## src/sv/bvop_pkg.sv

```systemverilog
`timescale 1ns / 1ps
// types, codes and helper functions shared by the vendor option parser
package bvop_pkg;

	typedef enum logic [1:0] {
		PH_TAG = 2'd0,
		PH_LEN = 2'd1,
		PH_VAL = 2'd2
	} phase_t;

	typedef enum logic [2:0] {
		EV_NONE        = 3'd0,
		EV_MASK        = 3'd1,
		EV_GATEWAY     = 3'd2,
		EV_DNS         = 3'd3,
		EV_HOST_BYTE   = 3'd4,
		EV_DOMAIN_BYTE = 3'd5,
		EV_NAME_END    = 3'd6,
		EV_AREA_DONE   = 3'd7
	} ev_t;

	localparam logic [7:0] TAG_PAD     = 8'd0;
	localparam logic [7:0] TAG_MASK    = 8'd1;
	localparam logic [7:0] TAG_ROUTER  = 8'd3;
	localparam logic [7:0] TAG_DNS     = 8'd6;
	localparam logic [7:0] TAG_HOST    = 8'd12;
	localparam logic [7:0] TAG_DOMAIN  = 8'd15;
	localparam logic [7:0] TAG_END     = 8'd255;

	localparam logic [7:0] ADDR_LEN = 8'd4;

	typedef struct packed {
		logic [7:0] data_byte;
		logic       area_start;
		logic       area_last;
		logic       clear_found;
	} item_t;

	typedef struct packed {
		ev_t         event_res;
		logic [31:0] value;
		logic [4:0]  found_flags;
	} result_t;

	typedef struct packed {
		phase_t      phase;
		logic [7:0]  current_tag;
		logic [7:0]  bytes_left;
		logic        option_accepted;
		logic [31:0] address_shift;
		logic [4:0]  found;
		logic        area_finished;
	} state_t;

	localparam state_t STATE_RESET = '{
		phase:           PH_TAG,
		current_tag:     8'd0,
		bytes_left:      8'd0,
		option_accepted: 1'b0,
		address_shift:   32'd0,
		found:           5'd0,
		area_finished:   1'b0
	};

	function automatic logic [4:0] tag_bit(input logic [7:0] tag);
		logic [4:0] r;
		case (tag)
			TAG_MASK:    r = 5'b00001;
			TAG_ROUTER:  r = 5'b00010;
			TAG_DNS:     r = 5'b00100;
			TAG_HOST:    r = 5'b01000;
			TAG_DOMAIN:  r = 5'b10000;
			default:     r = 5'b00000;
		endcase
		return r;
	endfunction

	function automatic logic tag_is_name(input logic [7:0] tag);
		return (tag == TAG_HOST) || (tag == TAG_DOMAIN);
	endfunction

	function automatic ev_t addr_event(input logic [7:0] tag);
		ev_t r;
		if (tag == TAG_MASK) begin
			r = EV_MASK;
		end else if (tag == TAG_ROUTER) begin
			r = EV_GATEWAY;
		end else begin
			r = EV_DNS;
		end
		return r;
	endfunction

endpackage

```

## src/sv/bootp_vendor_option_parser.sv

```systemverilog
`timescale 1ns / 1ps
// top level of the bootp vendor option parser
// Takes the vendor area that follows the magic cookie one byte per clock and walks its
// tag-length-value options, reporting subnet mask, gateway and domain server addresses,
// streaming host and domain name bytes, and flagging the end of each area. One result
// transfer comes out for every byte taken. A byte is registered on input, handled by a
// single pass of combinational logic against the parser state, and lands in the result
// register. A new byte can be taken every cycle while the result side does not stall;
// while it stalls, one more byte is held in the input register before item_stall rises.
module bootp_vendor_option_parser import bvop_pkg::*; #(
	parameter int NAME_CAP = 64
) (
	input  logic    clk,
	input  logic    arst_n,
	input  logic    item_valid,
	output logic    item_stall,
	input  item_t   item,
	output logic    result_valid,
	input  logic    result_stall,
	output result_t result
);

	logic    valid_s1;
	item_t   item_s1;
	state_t  state_q;
	state_t  state_nxt;
	result_t res_nxt;
	logic    out_free;
	logic    adv;
	logic    accept;

	assign adv        = valid_s1 && out_free;
	assign item_stall = valid_s1 && !out_free;
	assign accept     = item_valid && !item_stall;

	always_ff @(posedge clk or negedge arst_n) begin
		if (!arst_n) begin
			valid_s1 <= 1'b0;
		end else if (accept) begin
			valid_s1 <= 1'b1;
		end else if (adv) begin
			valid_s1 <= 1'b0;
		end
	end

	always_ff @(posedge clk) begin
		if (accept) begin
			item_s1 <= item;
		end
	end

	always_ff @(posedge clk or negedge arst_n) begin
		if (!arst_n) begin
			state_q <= STATE_RESET;
		end else if (adv) begin
			state_q <= state_nxt;
		end
	end

	bvop_step #(
		.NAME_CAP(NAME_CAP)
	) u_step (
		.item (item_s1),
		.cur  (state_q),
		.nxt  (state_nxt),
		.res  (res_nxt)
	);

	bvop_out_stage u_out (
		.clk   (clk),
		.arst_n(arst_n),
		.load  (adv),
		.d     (res_nxt),
		.stall (result_stall),
		.free  (out_free),
		.valid (result_valid),
		.q     (result)
	);

endmodule

```

## src/sv/bvop_step.sv

```systemverilog
`timescale 1ns / 1ps
// next state and result for one vendor area byte
module bvop_step import bvop_pkg::*; #(
	parameter int NAME_CAP = 64
) (
	input  item_t   item,
	input  state_t  cur,
	output state_t  nxt,
	output result_t res
);

	always_comb begin
		state_t     s;
		ev_t        ev;
		logic [31:0] val;
		logic [4:0] tbit;
		logic       done;
		logic [7:0] b;

		s    = cur;
		ev   = EV_NONE;
		val  = 32'd0;
		b    = item.data_byte;
		tbit = tag_bit(cur.current_tag);
		done = (cur.bytes_left <= 8'd1);

		if (item.area_start) begin
			s.phase           = PH_TAG;
			s.area_finished   = 1'b0;
			s.option_accepted = 1'b0;
			s.bytes_left      = 8'd0;
		end
		if (item.clear_found) begin
			s.found = 5'd0;
		end

		if (!s.area_finished) begin
			case (s.phase)
				PH_LEN: begin
					s.bytes_left      = b;
					s.address_shift   = 32'd0;
					s.option_accepted = 1'b0;
					if ((tbit != 5'd0) && ((s.found & tbit) == 5'd0)) begin
						if (tag_is_name(s.current_tag)) begin
							s.option_accepted = ({1'b0, b} < 9'(NAME_CAP));
						end else begin
							s.option_accepted = (b == ADDR_LEN);
						end
					end
					if (b == 8'd0) begin
						s.phase = PH_TAG;
						if (s.option_accepted) begin
							s.found = s.found | tbit;
							ev      = EV_NAME_END;
							val     = {8'd0, s.current_tag, 16'd0};
						end
						s.option_accepted = 1'b0;
					end else begin
						s.phase = PH_VAL;
					end
				end
				PH_VAL: begin
					s.bytes_left = done ? 8'd0 : (s.bytes_left - 8'd1);
					if (s.option_accepted) begin
						if (tag_is_name(s.current_tag)) begin
							if (done) begin
								ev  = EV_NAME_END;
								val = {8'd0, s.current_tag, 7'd0, 1'b1, b};
							end else begin
								ev  = (s.current_tag == TAG_HOST) ? EV_HOST_BYTE
									: EV_DOMAIN_BYTE;
								val = {24'd0, b};
							end
						end else begin
							s.address_shift = {s.address_shift[23:0], b};
							if (done) begin
								ev  = addr_event(s.current_tag);
								val = s.address_shift;
							end
						end
						if (done) begin
							s.found = s.found | tbit;
						end
					end
					if (done) begin
						s.phase           = PH_TAG;
						s.option_accepted = 1'b0;
					end
				end
				default: begin
					s.phase = PH_TAG;
					if (b == TAG_END) begin
						ev              = EV_AREA_DONE;
						s.area_finished = 1'b1;
					end else if (b != TAG_PAD) begin
						s.current_tag = b;
						s.phase       = PH_LEN;
					end
				end
			endcase

			if (item.area_last) begin
				if (ev == EV_NONE) begin
					ev = EV_AREA_DONE;
				end
				s.phase           = PH_TAG;
				s.option_accepted = 1'b0;
				s.bytes_left      = 8'd0;
				s.area_finished   = 1'b1;
			end
		end

		nxt             = s;
		res.event_res   = ev;
		res.value       = val;
		res.found_flags = s.found;
	end

endmodule

```

## src/sv/bvop_out_stage.sv

```systemverilog
`timescale 1ns / 1ps
// result register with valid/stall handshake toward the consumer
module bvop_out_stage import bvop_pkg::*; (
	input  logic    clk,
	input  logic    arst_n,
	input  logic    load,
	input  result_t d,
	input  logic    stall,
	output logic    free,
	output logic    valid,
	output result_t q
);

	logic    valid_q;
	result_t data_q;

	assign free  = !valid_q || !stall;
	assign valid = valid_q;
	assign q     = data_q;

	always_ff @(posedge clk or negedge arst_n) begin
		if (!arst_n) begin
			valid_q <= 1'b0;
		end else if (load) begin
			valid_q <= 1'b1;
		end else if (!stall) begin
			valid_q <= 1'b0;
		end
	end

	always_ff @(posedge clk) begin
		if (load) begin
			data_q <= d;
		end
	end

endmodule

```

## config.mk

```make
export PLATFORM = sky130hd
export DESIGN_NAME = bootp_vendor_option_parser
export DESIGN_NICKNAME = d
export VERILOG_FILES = /design/src/sv/bvop_pkg.sv /design/src/sv/bootp_vendor_option_parser.sv /design/src/sv/bvop_step.sv /design/src/sv/bvop_out_stage.sv
export SDC_FILE = /design/constraint.sdc
export NUM_CORES = 1
export LEC_CHECK = 0
export BUFFER_PORTS_ARGS = -buffer_cell sky130_fd_sc_hd__buf_2
export CELL_PAD_IN_SITES_DETAIL_PLACEMENT = 1
export CELL_PAD_IN_SITES_GLOBAL_PLACEMENT = 2
export CORE_MARGIN = 1.5
export CORE_UTILIZATION = 34
export CTS_BUF_LIST = sky130_fd_sc_hd__clkbuf_4 sky130_fd_sc_hd__clkbuf_8 sky130_fd_sc_hd__clkbuf_16
export CTS_CLUSTER_SIZE = 30
export DETAILED_ROUTE_END_ITERATION = 16
export PLACE_DENSITY = 0.74
export SYNTH_ARGS = -nofsm -noshare
export SYNTH_HDL_FRONTEND = slang
export SYNTH_SLANG_ARGS = --single-unit
```

## constraint.sdc

```tcl
create_clock -name clk -period 2.8 [get_ports clk]
set_clock_uncertainty 0.2 [all_clocks]
set_input_delay 0.28 -clock clk [delete_from_list [all_inputs] [get_ports clk]]
set_output_delay 0.28 -clock clk [all_outputs]
set_load 0.1 [all_outputs]
```

==> run metrics <==
internal power 2780 uW; GRT Resource Usage Total 18.4%; Post-Route WL 12800 um; Syn Area/Cell 10.7 um^2; Reg2Reg Depth 5; Reg clk slew, reported paths 0.07 ns; relative slew slack 57.3%; routed via count 3677; Layout fillers 1536; share of power burned in registers 44.1%; wire length per cell 17.9 um; Yosys cell types 57; Final Non-Filler Cells 714; cell area power density 720 nW/um^2; post-synth top area cell edfxtp_1; unrepaired setup endpoints after global routing false; setup total negative slack 0 ns; top cells by area, synth edfxtp_1 32%, dfrtp_1 27%, nand2_1 6.0%, o21ai_0 4.7%, and2_1 3.8%; clock share of power 30.7%; final hold violation count 0; commonest non-fill, non-tap cells in the layout 76 x nand2_1, 56 x buf_2, 51 x edfxtp_1; Nets 547; Detail Route Antenna Nets 0; Post-Syn Area 4780 um^2; Critical Path Slowest Stage Cell or4_1; Placement Cell Area 5430 um^2; Port Buffers 56; H-tree Lvls 3; RR Endpoint state_q[47]$_DFFE_PN0P_; initial antenna violation count 0; CTS Sinks 102; starting density of the core 34.7%; Max Transition Viols Final 0; die height 122 um; Critical Path Max Stage Delay 0.61 ns; status complete, no violations; Worst VDD drop 0.000364 V; fmax 396 MHz; root buf cell clkbuf_16; fin area 5880 um^2; max-cap violations 0; commonest non-fill, non-tap cell in the layout nand2_1; Mapped Cells 445; CTS tree yes; Area Growth Syn to Fin 23.0%; combinational share of power 25.2%; Hold WC Path Type primary input to async pin; critical path endpoint category register; Crit Path Max Fanout 8; Ys Warns 0; WP data arrival 2.56 ns; first drt pass iteration count 4; endpoints failing setup 0; dpl hpwl 9160 um; layout cell share with drive strength beyond 1 23.2%; area share of the largest cell type after synthesis 32.1%; switching share of total power 34.4%; post-route clock period utilization 90.3%; Top delay family on crit path simple AND/OR/NAND/NOR gates; flop-to-flop setup slack 0.27 ns; first-pass GRT wire length 20300 um; Net Sw Power 1460 uW; Tmin final 2.53 ns; Worst Max-Slew Pin Slew 0.641 ns; ANT cells 0; Die ar. 14800 um^2; routed vias/inst 5.15; Sequential Area 2810 um^2; sequential cell area fraction in the yosys report 58.8%; Multi-input gate area 1840 um^2; nature of the critical path startpoint register; 1st-iter DRT viols 198; post-synth net total 463; # rows 43; largest net degree at the start of global routing 49; Die Span X 122 um; worst path bufs/invs 0; placer's final routability congestion estimate 0.858; CP cell instances or4_1 -> nor3_2 -> nor2_1 -> and3_1 -> mux2_1; Core ar. 13800 um^2; CTS Buf Count 9; Placed Cells 684; critical path class register to register; ys async rst share 50.0%; CP Data Required Time 2.83 ns; DR DRC count 0; vias in the first global route 3770; ys flop type edfxtp_1; #FFs+latches synth 102; Ports 57; Max Root-Sink Buffers 2; Post-CTS Resized 0; Post-synth EDFFs 51; worst r2r src item_s1[8]$_DFFE_PP_; gr ovfl total 0; Pleak 0.00239 uW; clock latency on the worst-skew pair 0.35 ns
==> Yosys cell counts (4+ instances only) <==
cell type / number
a21oi_1: 18
nand3_1: 5
buf_2: 4
a21o_1: 6
o21ai_0: 45
a22o_1: 9
nand2_1: 76
nor2_1: 26
inv_1: 9
o21ai_2: 4
edfxtp_1: 51
nand2b_1: 17
and2_1: 29
mux2_2: 5
dfrtp_1: 51
clkbuf_1: 16
==> how the worst max path moves through the flow <==
stage | from | to | slack (ns) | cells past startpoint
finish | item_s1[8]$_DFFE_PP_ | state_q[47]$_DFFE_PN0P_ | 0.27 | 5
global route | item_s1[2]$_DFFE_PP_ | u_out.q[38]$_SDFFCE_PP0P_ | 0.12 | 9
CTS | item_s1[8]$_DFFE_PP_ | u_out.q[38]$_SDFFCE_PP0P_ | 0.27 | 6
detailed placement | item_s1[8]$_DFFE_PP_ | state_q[50]$_DFFE_PN0P_ | 0.29 | 5
global placement | item_s1[8]$_DFFE_PP_ | u_out.q[37]$_SDFFCE_PP0P_ | 0.30 | 6
floorplan | u_out.valid$_DFFE_PN0P_ | state_q[45]$_DFFE_PN0P_ | 0.08 | 7
==> flip-flops by register name, indices dropped and copies added, names as in the netlist <==
name / count
state_q: 49
u_out.q: 40
item_s1: 11
u_out.valid: 1
valid_s1: 1
==> kinds of logic (layout without fill, tap and decap cells) <==
family / Yosys count / after routing / synth area share, %
AO/OA/AOI/OAI: 114 / 114 / 15.6
XOR/XNOR: 2 / 2 / 0.367
adder cells (fa/ha/maj): 3 / 3 / 0.786
buffers and inverters: 32 / 121 / 2.72
flip-flops: 102 / 102 / 58.8
multiplexers: 8 / 8 / 1.89
AND/OR/NAND/NOR: 184 / 184 / 19.9
==> through the flow <==
step | hold slack (ns) | setup slack (ns) | power [uW] | utilization [%]
6_report | 0.274 | 0.273 | 4230 | 42.7
5_1_grt | 0.313 | 0.122 | 4410 | 42.7
4_1_cts | 0.286 | 0.275 | 4270 | 42.7
3_5_place_dp | 0.127 | 0.287 | 2950 | 39.4
3_3_place_gp | 0.123 | 0.299 | 2920 | 39.4
2_1_floorplan | -0.216 | 0.0826 | 2630 | -
==> metal layers <==
layer | GRT usage, % | share of wire, %
met1 | 23.9 | 46
met5 | 0 | 0
met4 | 5.15 | 1.2
met2 | 31.4 | 50
met3 | 3.51 | 2.9
==> what timing repair did <==
action / 4_1_cts / 5_1_grt
buffers inserted: 0 / 0
hold endpoints to repair: 34 / 0
hold buffers: 14 / 0
==> power by group through the flow <==
stage	clock network [uW]	logic, uW	registers (uW)
floorplan	0	540	2090
global placement	0	1040	1880
detailed placement	0	1060	1890
CTS	1330	1070	1870
global route	1380	1140	1880
finish	1300	1070	1870
==> final cells by class <==
class	instances	area share, %
well taps	180	3.83
flip-flops and latches	102	47.8
inverters	9	0.639
clock inverters	5	1.09
repair buffers	96	11.1
multi-input cells	311	31.3
clock buffers	11	4.19
Note: power is estimated with default switching activity, not from simulation.
